File: src/sv/lpcd_pkg.sv
// shared types and constants of the length-prefixed command deframer
// no dependencies; used by every module of the block

package lpcd_pkg;

   // length fields are four little-endian bytes
   localparam int FIELD_BYTES = 4;
   localparam logic [1:0] FIELD_LAST = 2'(FIELD_BYTES - 1);

   // configuration register indexes
   localparam logic CSR_MAX_MESSAGE = 1'b0;
   localparam logic CSR_MAX_ARGUMENTS = 1'b1;

   localparam logic [31:0] MAX_MESSAGE_RESET = 32'd4096;
   localparam logic [31:0] MAX_ARGUMENTS_RESET = 32'(200 * 1000);

   // error codes
   localparam logic [2:0] ERR_NONE = 3'd0;
   localparam logic [2:0] ERR_TOO_LONG = 3'd1;
   localparam logic [2:0] ERR_TOO_MANY_ARGS = 3'd2;
   localparam logic [2:0] ERR_OVERRUN = 3'd3;
   localparam logic [2:0] ERR_LEFTOVER = 3'd4;
   localparam logic [2:0] ERR_CLOSED = 3'd5;

   // command kinds
   localparam logic [1:0] KIND_GET = 2'd0;
   localparam logic [1:0] KIND_SET = 2'd1;
   localparam logic [1:0] KIND_DEL = 2'd2;
   localparam logic [1:0] KIND_UNKNOWN = 2'd3;

   // command words, character by character
   localparam logic [7:0] CMD_WORDS [0:2][0:2] = '{
      '{8'h67, 8'h65, 8'h74},   // get
      '{8'h73, 8'h65, 8'h74},   // set
      '{8'h64, 8'h65, 8'h6c}    // del
   };

   // queue between parser and output stage
   localparam int FIFO_DEPTH = 4;
   localparam int FIFO_AW = $clog2(FIFO_DEPTH);

   localparam int TDATA_W = 48;

   // one parsed result on its way to the output stage
   typedef struct packed {
      logic        byte_valid;
      logic [7:0]  data_out;
      logic [31:0] arg_index;
      logic        string_end;
      logic        frame_done;
      logic        seen_two;
      logic        seen_three;
      logic [2:0]  word_match;
      logic [2:0]  error_code;
   } rec_type;

endpackage

File: src/sv/lpcd_front.sv
// parser front end: accepts stream bytes, tracks framing state, builds result records
// depends on lpcd_pkg

module lpcd_front (
   input  logic              clock,
   input  logic              reset,
   input  logic              csr_we,
   input  logic              csr_index,
   input  logic [31:0]       csr_wdata,
   input  logic              take,
   input  logic [7:0]        byte_in,
   output lpcd_pkg::rec_type rec
);

   typedef enum logic [3:0] {
      PH_HEADER  = 4'b0001,
      PH_COUNT   = 4'b0010,
      PH_STRLEN  = 4'b0100,
      PH_STRDATA = 4'b1000
   } phase_type;

   phase_type   phase_ff, phase_in;
   logic        halted_ff, halted_in;
   logic [1:0]  pos_ff, pos_in;
   logic [31:0] shift_ff, shift_in;
   logic [31:0] payload_ff, payload_in;
   logic [31:0] expected_ff, expected_in;
   logic [31:0] seen_ff, seen_in;
   logic [31:0] sbl_ff, sbl_in;
   logic [2:0]  fwm_ff, fwm_in;
   logic [31:0] max_msg_ff, max_args_ff;

   logic [31:0] field_val;
   logic        field_last;
   logic [31:0] pl_dec;
   logic [31:0] sbl_dec;
   logic [31:0] seen_inc;
   logic        ap_en;
   logic [31:0] ap_seen;
   logic [31:0] ap_exp;
   logic [31:0] ap_pl;
   logic [1:0]  char_pos;

   assign field_val  = shift_ff | ({24'd0, byte_in} << {pos_ff, 3'b000});
   assign field_last = (pos_ff == lpcd_pkg::FIELD_LAST);
   assign pl_dec     = payload_ff - 32'd1;
   assign sbl_dec    = sbl_ff - 32'd1;
   assign seen_inc   = seen_ff + 32'd1;
   assign char_pos   = 2'd3 - sbl_ff[1:0];

   always_comb begin
      phase_in    = phase_ff;
      halted_in   = halted_ff;
      pos_in      = pos_ff;
      shift_in    = shift_ff;
      payload_in  = payload_ff;
      expected_in = expected_ff;
      seen_in     = seen_ff;
      sbl_in      = sbl_ff;
      fwm_in      = fwm_ff;
      rec         = '0;
      ap_en       = 1'b0;
      ap_seen     = seen_ff;
      ap_exp      = expected_ff;
      ap_pl       = pl_dec;

      if (take) begin
         if (halted_ff) begin
            rec.error_code = lpcd_pkg::ERR_CLOSED;
         end else begin
            // length fields share one assembler
            if (phase_ff != PH_STRDATA) begin
               if (field_last) begin
                  pos_in   = 2'd0;
                  shift_in = 32'd0;
               end else begin
                  pos_in   = pos_ff + 2'd1;
                  shift_in = field_val;
               end
            end
            unique case (phase_ff)
               PH_HEADER: begin
                  if (field_last) begin
                     if (field_val > max_msg_ff) begin
                        rec.error_code = lpcd_pkg::ERR_TOO_LONG;
                        halted_in      = 1'b1;
                     end else if (field_val < 32'(lpcd_pkg::FIELD_BYTES)) begin
                        rec.error_code = lpcd_pkg::ERR_OVERRUN;
                        halted_in      = 1'b1;
                     end else begin
                        payload_in = field_val;
                        phase_in   = PH_COUNT;
                     end
                  end
               end
               PH_COUNT: begin
                  payload_in = pl_dec;
                  if (field_last) begin
                     if (field_val > max_args_ff) begin
                        rec.error_code = lpcd_pkg::ERR_TOO_MANY_ARGS;
                        halted_in      = 1'b1;
                     end else begin
                        expected_in = field_val;
                        seen_in     = 32'd0;
                        fwm_in      = 3'd0;
                        ap_en       = 1'b1;
                        ap_seen     = 32'd0;
                        ap_exp      = field_val;
                     end
                  end
               end
               PH_STRLEN: begin
                  payload_in = pl_dec;
                  if (field_last) begin
                     if (field_val > pl_dec) begin
                        rec.error_code = lpcd_pkg::ERR_OVERRUN;
                        halted_in      = 1'b1;
                     end else begin
                        if (seen_ff == 32'd0) begin
                           fwm_in = (field_val == 32'd3) ? 3'b111 : 3'b000;
                        end
                        if (field_val == 32'd0) begin
                           // empty argument ends on its length field
                           rec.string_end = 1'b1;
                           rec.arg_index  = seen_ff;
                           seen_in        = seen_inc;
                           ap_en          = 1'b1;
                           ap_seen        = seen_inc;
                        end else begin
                           sbl_in   = field_val;
                           phase_in = PH_STRDATA;
                        end
                     end
                  end
               end
               PH_STRDATA: begin
                  rec.byte_valid = 1'b1;
                  rec.data_out   = byte_in;
                  rec.arg_index  = seen_ff;
                  // narrow the command word candidates on the first argument
                  if (seen_ff == 32'd0 && sbl_ff != 32'd0 && sbl_ff <= 32'd3) begin
                     for (int k = 0; k < 3; k++) begin
                        if (lpcd_pkg::CMD_WORDS[k][char_pos] != byte_in) begin
                           fwm_in[k] = 1'b0;
                        end
                     end
                  end
                  payload_in = pl_dec;
                  sbl_in     = sbl_dec;
                  if (sbl_dec == 32'd0) begin
                     rec.string_end = 1'b1;
                     seen_in        = seen_inc;
                     ap_en          = 1'b1;
                     ap_seen        = seen_inc;
                  end
               end
               default: begin
                  phase_in = PH_HEADER;
               end
            endcase

            // what follows a finished count or argument
            if (ap_en) begin
               if (ap_seen == ap_exp) begin
                  if (ap_pl == 32'd0) begin
                     rec.frame_done = 1'b1;
                     rec.seen_two   = (ap_seen == 32'd2);
                     rec.seen_three = (ap_seen == 32'd3);
                     rec.word_match = fwm_in;
                     phase_in       = PH_HEADER;
                  end else begin
                     rec.error_code = lpcd_pkg::ERR_LEFTOVER;
                     halted_in      = 1'b1;
                  end
               end else if (ap_pl < 32'(lpcd_pkg::FIELD_BYTES)) begin
                  rec.error_code = lpcd_pkg::ERR_OVERRUN;
                  halted_in      = 1'b1;
               end else begin
                  phase_in = PH_STRLEN;
               end
            end
         end
      end
   end

   always_ff @(posedge clock) begin
      if (reset) begin
         phase_ff    <= PH_HEADER;
         halted_ff   <= 1'b0;
         pos_ff      <= 2'd0;
         shift_ff    <= 32'd0;
         payload_ff  <= 32'd0;
         expected_ff <= 32'd0;
         seen_ff     <= 32'd0;
         sbl_ff      <= 32'd0;
         fwm_ff      <= 3'd0;
         max_msg_ff  <= lpcd_pkg::MAX_MESSAGE_RESET;
         max_args_ff <= lpcd_pkg::MAX_ARGUMENTS_RESET;
      end else begin
         phase_ff    <= phase_in;
         halted_ff   <= halted_in;
         pos_ff      <= pos_in;
         shift_ff    <= shift_in;
         payload_ff  <= payload_in;
         expected_ff <= expected_in;
         seen_ff     <= seen_in;
         sbl_ff      <= sbl_in;
         fwm_ff      <= fwm_in;
         if (csr_we) begin
            unique case (csr_index)
               lpcd_pkg::CSR_MAX_MESSAGE:   max_msg_ff  <= csr_wdata;
               lpcd_pkg::CSR_MAX_ARGUMENTS: max_args_ff <= csr_wdata;
               default: ;
            endcase
         end
      end
   end

endmodule

File: src/sv/lpcd_fifo.sv
// short record queue between parser front end and output stage
// depends on lpcd_pkg

module lpcd_fifo (
   input  logic              clock,
   input  logic              reset,
   input  logic              push,
   input  lpcd_pkg::rec_type push_rec,
   output logic              full,
   input  logic              pop,
   output logic              head_valid,
   output lpcd_pkg::rec_type head_rec
);

   localparam int AW = lpcd_pkg::FIFO_AW;

   lpcd_pkg::rec_type mem_ff [lpcd_pkg::FIFO_DEPTH];
   lpcd_pkg::rec_type head_ff;
   logic          head_valid_ff, head_valid_in;
   logic [AW-1:0] wr_ptr_ff, wr_ptr_in;
   logic [AW-1:0] rd_ptr_ff, rd_ptr_in;
   logic [AW:0]   count_ff, count_in;
   logic          load_head;
   logic          from_mem;
   logic          bypass;
   logic          mem_push;

   // records behind the head register wait in the array
   assign full       = (count_ff == (AW+1)'(lpcd_pkg::FIFO_DEPTH));
   assign head_valid = head_valid_ff;
   assign head_rec   = head_ff;

   assign load_head = !head_valid_ff || pop;
   assign from_mem  = load_head && (count_ff != '0);
   // nothing queued and the head register free or being popped: a new record goes straight to the head register
   assign bypass    = load_head && (count_ff == '0) && push;
   assign mem_push  = push && !bypass;

   always_comb begin
      wr_ptr_in     = mem_push ? wr_ptr_ff + 1'b1 : wr_ptr_ff;
      rd_ptr_in     = from_mem ? rd_ptr_ff + 1'b1 : rd_ptr_ff;
      count_in      = count_ff + (AW+1)'(mem_push) - (AW+1)'(from_mem);
      head_valid_in = load_head ? (from_mem || bypass) : head_valid_ff;
   end

   always_ff @(posedge clock) begin
      if (mem_push) begin
         mem_ff[wr_ptr_ff] <= push_rec;
      end
      if (from_mem) begin
         head_ff <= mem_ff[rd_ptr_ff];
      end else if (bypass) begin
         head_ff <= push_rec;
      end
   end

   always_ff @(posedge clock) begin
      if (reset) begin
         wr_ptr_ff     <= '0;
         rd_ptr_ff     <= '0;
         count_ff      <= '0;
         head_valid_ff <= 1'b0;
      end else begin
         wr_ptr_ff     <= wr_ptr_in;
         rd_ptr_ff     <= rd_ptr_in;
         count_ff      <= count_in;
         head_valid_ff <= head_valid_in;
      end
   end

`ifndef NO_ASSERTIONS
   a_no_push_when_full: assert property (@(posedge clock) disable iff (reset)
      full |-> !push)
      else $error("push into full queue");
   a_no_pop_when_empty: assert property (@(posedge clock) disable iff (reset)
      pop |-> head_valid)
      else $error("pop from empty queue");
   a_count_tracks: assert property (@(posedge clock) disable iff (reset)
      (mem_push && !from_mem) |=> (count_ff == $past(count_ff) + 1'b1))
      else $error("queue count lost a push");
   a_head_before_queue: assert property (@(posedge clock) disable iff (reset)
      (count_ff != '0) |-> head_valid_ff)
      else $error("queued records behind an empty head");
`endif

endmodule

File: src/sv/lpcd_back.sv
// output stage: classifies finished frames and holds the result transaction
// depends on lpcd_pkg

module lpcd_back (
   input  logic                         clock,
   input  logic                         reset,
   input  logic                         head_valid,
   input  lpcd_pkg::rec_type            head_rec,
   output logic                         pop,
   output logic                         rsp_tvalid,
   input  logic                         rsp_tready,
   output logic [lpcd_pkg::TDATA_W-1:0] rsp_tdata,
   output logic                         rsp_tuser,
   output logic                         rsp_tlast
);

   logic                         valid_ff, valid_in;
   logic [lpcd_pkg::TDATA_W-1:0] data_ff, data_in;
   logic                         user_ff, user_in;
   logic                         last_ff, last_in;
   logic [1:0]                   kind;

   assign pop = head_valid && (!valid_ff || rsp_tready);

   always_comb begin
      kind = 2'd0;
      if (head_rec.frame_done) begin
         if (head_rec.seen_two && head_rec.word_match[0]) begin
            kind = lpcd_pkg::KIND_GET;
         end else if (head_rec.seen_three && head_rec.word_match[1]) begin
            kind = lpcd_pkg::KIND_SET;
         end else if (head_rec.seen_two && head_rec.word_match[2]) begin
            kind = lpcd_pkg::KIND_DEL;
         end else begin
            kind = lpcd_pkg::KIND_UNKNOWN;
         end
      end
   end

   always_comb begin
      valid_in = valid_ff;
      data_in  = data_ff;
      user_in  = user_ff;
      last_in  = last_ff;
      if (pop) begin
         valid_in = 1'b1;
         data_in  = {2'b00, head_rec.error_code, kind, head_rec.string_end,
                     head_rec.arg_index, head_rec.data_out};
         user_in  = head_rec.byte_valid;
         last_in  = head_rec.frame_done;
      end else if (rsp_tready) begin
         valid_in = 1'b0;
      end
   end

   always_ff @(posedge clock) begin
      if (reset) begin
         valid_ff <= 1'b0;
      end else begin
         valid_ff <= valid_in;
      end
   end

   always_ff @(posedge clock) begin
      data_ff <= data_in;
      user_ff <= user_in;
      last_ff <= last_in;
   end

   assign rsp_tvalid = valid_ff;
   assign rsp_tdata  = data_ff;
   assign rsp_tuser  = user_ff;
   assign rsp_tlast  = last_ff;

endmodule

File: src/sv/length_prefixed_command_deframer.sv
// length-prefixed command deframer; results pass the queue head and output registers
// one byte accepted and one result delivered per cycle when both sides flow
// each byte leaves one result; 4 queued records plus a head register decouple the sides
// parser state advances one byte per cycle while the queue has room
// synchronous active-high reset: parser to frame header, limits to defaults, queue empty
// after any framing error the block answers every byte with error closed until reset

module length_prefixed_command_deframer (
   input  logic                         clock,
   input  logic                         reset,
   // configuration write port
   input  logic                         csr_we,
   input  logic                         csr_index,
   input  logic [31:0]                  csr_wdata,
   // request byte stream
   input  logic                         req_tvalid,
   output logic                         req_tready,
   input  logic [7:0]                   req_tdata,   // [7:0] byte_in
   // result stream
   output logic                         rsp_tvalid,
   input  logic                         rsp_tready,
   // [7:0] data_out, [39:8] arg_index, [40] string_end,
   // [42:41] command_kind, [45:43] error_code, [47:46] zero
   output logic [lpcd_pkg::TDATA_W-1:0] rsp_tdata,
   output logic                         rsp_tuser,   // byte_valid
   output logic                         rsp_tlast    // frame_done
);

   lpcd_pkg::rec_type front_rec;
   lpcd_pkg::rec_type head_rec;
   logic              take;
   logic              fifo_full;
   logic              head_valid;
   logic              pop;

   // a byte enters whenever the queue has room
   assign req_tready = !fifo_full;
   assign take       = req_tvalid && req_tready;

   // parser: framing state, limit checks, command word tracking
   lpcd_front u_front (
      .clock     (clock),
      .reset     (reset),
      .csr_we    (csr_we),
      .csr_index (csr_index),
      .csr_wdata (csr_wdata),
      .take      (take),
      .byte_in   (req_tdata),
      .rec       (front_rec)
   );

   // records wait here while the result side is stalled
   lpcd_fifo u_fifo (
      .clock      (clock),
      .reset      (reset),
      .push       (take),
      .push_rec   (front_rec),
      .full       (fifo_full),
      .pop        (pop),
      .head_valid (head_valid),
      .head_rec   (head_rec)
   );

   // classification and output register
   lpcd_back u_back (
      .clock      (clock),
      .reset      (reset),
      .head_valid (head_valid),
      .head_rec   (head_rec),
      .pop        (pop),
      .rsp_tvalid (rsp_tvalid),
      .rsp_tready (rsp_tready),
      .rsp_tdata  (rsp_tdata),
      .rsp_tuser  (rsp_tuser),
      .rsp_tlast  (rsp_tlast)
   );

`ifndef NO_ASSERTIONS
   a_done_clean: assert property (@(posedge clock) disable iff (reset)
      (rsp_tvalid && rsp_tlast) |-> (rsp_tdata[45:43] == lpcd_pkg::ERR_NONE))
      else $error("finished frame carries an error");
   a_kind_only_at_done: assert property (@(posedge clock) disable iff (reset)
      (rsp_tvalid && !rsp_tlast) |-> (rsp_tdata[42:41] == 2'd0))
      else $error("command kind outside a finished frame");
   a_closed_no_data: assert property (@(posedge clock) disable iff (reset)
      (rsp_tvalid && rsp_tuser) |-> (rsp_tdata[45:43] != lpcd_pkg::ERR_CLOSED))
      else $error("string byte passed after close");
`endif

endmodule
File: config.mk
export PLATFORM = sky130hd
export DESIGN_NAME = length_prefixed_command_deframer
export DESIGN_NICKNAME = d
export VERILOG_FILES = /design/src/sv/lpcd_pkg.sv /design/src/sv/lpcd_front.sv /design/src/sv/lpcd_fifo.sv /design/src/sv/lpcd_back.sv /design/src/sv/length_prefixed_command_deframer.sv
export SDC_FILE = /design/constraint.sdc
export NUM_CORES = 1
export LEC_CHECK = 0
export ABC_AREA = 1
export BUFFER_PORTS_ARGS = -buffer_cell sky130_fd_sc_hd__clkbuf_2
export CAP_MARGIN = 40
export CELL_PAD_IN_SITES_DETAIL_PLACEMENT = 2
export CELL_PAD_IN_SITES_GLOBAL_PLACEMENT = 2
export CORE_ASPECT_RATIO = 1.1
export CORE_UTILIZATION = 38
export DETAILED_ROUTE_END_ITERATION = 8
export PLACE_DENSITY = 0.81
export SETUP_SLACK_MARGIN = 0.5
export SLEW_MARGIN = 20
export SYNTH_ARGS = -nofsm -noshare
export SYNTH_HDL_FRONTEND = slang
export SYNTH_HIERARCHICAL = 1
export SYNTH_SLANG_ARGS = --single-unit
File: constraint.sdc
create_clock -name clock -period 6 [get_ports clock]
set_input_delay 0.3 -clock clock [delete_from_list [all_inputs] [get_ports clock]]
set_output_delay 0.3 -clock clock [all_outputs]
set_load 0.02 [all_outputs]
Word-level counts from Yosys, hierarchy flattened
Memory sizes are Yosys's and may differ from the RTL's. A register that Yosys moved wholly into a read port is not among the register bits.
Cells that the tools add are included.
Widths: inputs -> output; s select.
Cells by class
  $add $sub $neg: 9
  magnitude comparators: 7
  eq/ne operators: 20
  shift operators: 1
  multiplexer cells: 109
  bitwise operators: 5
  reduce and logical (&&, ||, !) cells: 39
Operators by type and width (number)
  $mux 32: 20
  $mux 51: 3
  $logic_not 32->1: 4
  $pmux 32 s2: 2
  $mux 33: 3
  $eq 32x2->1 const B: 3
  $gt 32x32->1: 3
  $pmux 32 s3: 1
  $pmux 33 s2: 1
  $lt 32x3->1 const B: 2
  $sub 32x1->32 const B: 2
  $bmux 8 s2: 3
  $mux 48: 1
  $mux 8: 6
  $mux 3: 15
  $mux 4: 10
  $add 32x1->32 const B: 1
  $eq 32x32->1: 1
  $le 32x2->1 const B: 1
  $or 32x32->32: 1
  $reduce_bool 32->1: 1
  $shl 8x5->32: 1
  $mux 1: 29
  $ne 8x8->1: 3
  other kinds (33): 73
Word-level totals
  bits in registers: 342
  RAM bits: 204
  input port bits: 46
  output and inout bits: 52
  word-level logic and storage cells: 221
  memories kept: 1
Memory list
  u_fifo.mem_ff: words 4, width 51, read ports 1, clocked after Yosys merged registers in 1, write ports 1, RTL line lpcd_fifo.sv:17  | lpcd_pkg::rec_type mem_ff [lpcd_pkg::FIFO_DEPTH];

Longest topological paths before layout
  depth in word-level cells: 17
  mapped depth: 47
  gate-level depth less buffers: 46

Cells and area by module
The synthesis kept the hierarchy.
By module, submodules not included
  lpcd_front: times used 1, cells each 2917, area an instance 17910.9 um^2, sequential area each 4684.5 um^2
  lpcd_fifo: times used 1, cells each 985, area an instance 11001.8 um^2, sequential area each 7857.5 um^2
  lpcd_back: times used 1, cells each 64, area an instance 1530.2 um^2, sequential area each 1461.4 um^2
  length_prefixed_command_deframer: times used 1, cells each 3, area an instance 13.8 um^2, sequential area each 0.0 um^2

Worst setup path before layout
Ideal clock, no wire load.
  path type: register -> register
  start: register u_front.payload_ff[0]
  end: register u_fifo.head_ff, in the netlist u_fifo/head_rec[6] (data pin)
  library setup time: 0.131 ns
  arrival time: 4.926 ns
  required time: 5.869 ns
  slack: 0.944 ns
  stages on the path, launching flop included: 45
  buffers on the path: 2
  period minus slack after synthesis: 5.056 ns
  cell sequence: dfxtp_1 > inv_1 > ha_1 > nand2_1 > nor2_1 > nand2_1 > nor2_1 > nand4_1 > nor2_1 > nand4_1 > nor2_1 > nand2_1 > nor2_1 > nand4_1 > nand2_1 > inv_1 > ha_1 > nand2_1 > [... 9 more ...] > nand2_2 > buf_6 > nand3_2 > buf_4 > nand2_1 > nand3_1 > nand3_1 > nand2_1 > nand2_1 > nor2_1 > nand2_1 > nor2_1 > nand2_1 > nor2_2 > nand4_1 > nor3_1 > nand2_1 > nand2_1
RTL lines
  from (decl): RTL line lpcd_front.sv:26  | logic [31:0] payload_ff, payload_in;
  from (signal assigned): RTL line lpcd_front.sv:204  | payload_ff <= payload_in;
  to (signal assigned): RTL line lpcd_fifo.sv:51  | head_ff <= mem_ff[rd_ptr_ff];
  to (signal assigned): RTL line lpcd_fifo.sv:53  | head_ff <= push_rec;
  to (decl): RTL line lpcd_fifo.sv:18  | lpcd_pkg::rec_type head_ff;

==> out/qor.csv <==
metric;value;unit
criticalPathCategory;flop to flop;
clock_skew;51.0;ps
multi_input_area;14100;um^2
io_pins;98;
slowest_delay;380;ps
gp_congestion;0.942;
coreArea;79100;um^2
root_buffer;clkbuf_16;
synth_cell_types;50;
setup_viol;0;
status;completed;
synthCells;3969;
numCtsBuffers;66;
die_y;299;um
power_density;412;nW/um^2
worstPathRequired;6450;ps
synthToLayoutAreaGrowth;20.6;%
maxSlewHeadroom;37.5;%
rsz0062_at_grt;true;
maxCapViolCount;0;
fmax;167;MHz
irDropWorstVdd;293;uV
htree_levels;3;
clk_latency;640;ps
finalWirelength;139000;um
cts_tree;yes;
fin_util;46.5;%
grt_use_total;32.5;%
die_area;81300;um^2
initial_utilization;38.5;%
drc;0;
regArea;14000;um^2
crit_path_start_kind;flop;
hold_class;input port to flop;
grt_pass1_wl;203000;um
yosysSeqAreaShare;46.0;%
drive_gt1_share;14.9;%
synth_ff_type;edfxtp_1;
dp_slack;-48.4;ps
tightest_slew;930;ps
via_per_inst;5.71;
dr.pass1.iters;6;
hold_viol_final;0;
vias;30476;
ys_warn_count;6;
synth-edff-count;303;
nets;4405;
final_antenna_net_count;0;
grt_max_degree;73;
row_count;108;
cp.arrival;6430;ps
p_leak;16.5;nW
endpoint_kind;flop;
drt-initial-drc-count;2159;
slowest_stage;dfxtp_1;
fp.dieW;272;um
hpwl;89500;um
grt_pass1_vias;33120;
nFillCells;8923;
cp_common_cell;nand2_2;
syn_avg_cell_area;7.67;um^2
min_period;5970;ps
synthArstFlopShare;0;%
syn_area;30500;um^2
cts_sinks;548;
cp_max_fo;5;
clockBufferDepth;3;
yosys_register_bits;548;
clk_pin_slew;60;ps
numPortBuffers;95;
wl_per_cell;26.1;um
grt_remaining_overflow;0;
antenna_found_initial;1;
antennaDiodeCount;0;
slew_violations;0;
period_share;99.5;%
layout_setup_ws;29.5;ps
-- through the flow --
| stage | std cells | power [mW] | setup TNS (ps) | hold slack (ps) | area (um^2) |
|---|---|---|---|---|---|
| global placement | 5144 | 9.88 | 0 | 400 | 33100 |
| global route | 5339 | 15.8 | -5370 | 17.6 | 36700 |
| CTS | 5317 | 14.8 | 0 | 5.88 | 36100 |
| floorplan | 3970 | 8.30 | 0 | 369 | 30500 |
| finish | 5339 | 15.1 | 0 | 17.1 | 36700 |
| detailed placement | 5155 | 10.3 | -79.8 | 406 | 33300 |
-- critical path: cells and delay by family, from the launching register on --
| kind | cells | cell delay, ps |
|---|---|---|
| XOR/XNOR | 1 | 230 |
| flip-flops | 1 | 380 |
| adder cells (fa/ha/maj) | 1 | 260 |
| AND/OR/NAND/NOR | 34 | 4080 |
| buffers and inverters | 7 | 730 |
| AO/OA/AOI/OAI | 1 | 80 |
-- logic make-up after synthesis --
family	Yosys count	share of synthesized area, %
AO/OA/AOI/OAI	658	12.4
AND/OR/NAND/NOR	1837	25.4
buffers and inverters	762	10.1
other	1	0.0123
flip-flops	548	46.0
XOR/XNOR	49	1.43
adder cells (fa/ha/maj)	114	4.71
-- path summary, 6_finish.rpt --
check                                                        start                                    to  slack (ps)  cells after the start
worst max-delay path            u_front/payload_ff[7]$_SDFFE_PP0P_          u_fifo/head_rec[7]$_DFFE_PP_          30                     44
worst min-delay path                                 csr_wdata[14]  u_front/max_args_ff[14]$_SDFFE_PP0P_          20                      3
worst max register to register  u_front/payload_ff[7]$_SDFFE_PP0P_          u_fifo/head_rec[7]$_DFFE_PP_          30                     44
worst min register to register       u_fifo/head_rec[34]$_DFFE_PP_        u_back/rsp_tdata[32]$_DFFE_PP_         410                      0
-- layout by cell type (no fill, tap or decap), types with 10 or more instances in the layout --
cell | netlist | final
o211ai_1 | 95 | 95
inv_2 | 5 | 11
edfxtp_1 | 303 | 303
o21ai_0 | 212 | 208
nand3_2 | 3 | 21
dlygate4sd3_1 | 0 | 24
clkinv_1 | 10 | 16
nand2_1 | 1054 | 1008
dfxtp_1 | 245 | 240
nor2_1 | 352 | 318
xor2_1 | 44 | 42
a31oi_1 | 24 | 24
clkinv_2 | 0 | 13
nor2_2 | 11 | 23
buf_12 | 0 | 11
clkbuf_1 | 104 | 16
nand2_2 | 7 | 45
nand4_1 | 108 | 108
clkbuf_16 | 0 | 67
nor3_1 | 73 | 63
buf_6 | 17 | 13
ha_1 | 113 | 111
nor3_2 | 0 | 10
nor2_4 | 2 | 24
a21oi_1 | 229 | 224
nor4_1 | 21 | 19
nand3_1 | 187 | 165
buf_4 | 7 | 232
a211oi_1 | 60 | 60
clkbuf_2 | 0 | 94
o21ai_1 | 19 | 20
inv_1 | 568 | 556
nand2_4 | 2 | 10
-- where the power goes --
part           leakage (nW)  internal, mW  total [mW]  switching, mW
Clock                  1.04          2.32        4.10           1.78
Combinational          10.5          1.73        5.77           4.03
Sequential             4.92          4.82        5.24          0.422
-- cells in the mapped netlist, drive strengths merged, types with 96 or more instances --
library cell,instances,area [um^2]
dfxtp,245,4900
a21oi,229,1150
ha,113,1410
clkbuf,104,390
inv,574,2160
nand3,191,983
edfxtp,303,9100
nand4,108,676
nand2,1063,4020
o21ai,231,1160
o211ai,96,726
nor2,366,1430
-- registers in the layout, indices dropped and copies added (netlist names), named ones only --
name	flops
u_fifo/mem_ff	204
u_fifo/head_rec	51
u_back/rsp_tdata	46
u_front/expected_ff	32
u_front/max_args_ff	32
u_front/max_msg_ff	32
u_front/payload_ff	32
u_front/sbl_ff	32
u_front/seen_ff	32
u_front/shift_ff	32
u_front/phase_ff	4
u_fifo/count_ff	3
u_front/fwm_ff	3
u_fifo/rd_ptr_ff	2
u_fifo/wr_ptr_ff	2
u_front/pos_ff	2
u_back/rsp_tlast	1
u_back/rsp_tuser	1
u_back/rsp_tvalid	1
u_fifo/head_valid	1
u_front/halted_ff	1
-- layer usage --
| metal | vias up | wire length, um | GRT usage (%) |
|---|---|---|---|
| li1 | 13651 | - | - |
| met1 | 15525 | 56400 | 38.7 |
| met2 | 980 | 69500 | 57.7 |
| met3 | 320 | 6080 | 3.55 |
| met4 | 0 | 7390 | 16.8 |
| met5 | - | 0 | 0 |
-- what timing repair did --
action	CTS	global route
pin swaps	45	65
setup endpoints to repair	50	120
hold buffers	24	0
gates cloned	1	0
gates resized for setup	83	100
endpoints found under the hold margin	29	0
buffers inserted	20	19
-- final cells by class --
type / instances / area share (%)
clock buffer: 89 / 4.95
clock inverter: 28 / 0.807
inverter: 584 / 6.01
multi-input combinational: 2661 / 38.3
sequential: 548 / 38.2
tap: 1045 / 3.56
timing repair buffer: 384 / 8.27
(Power assumes the default switching activity.)
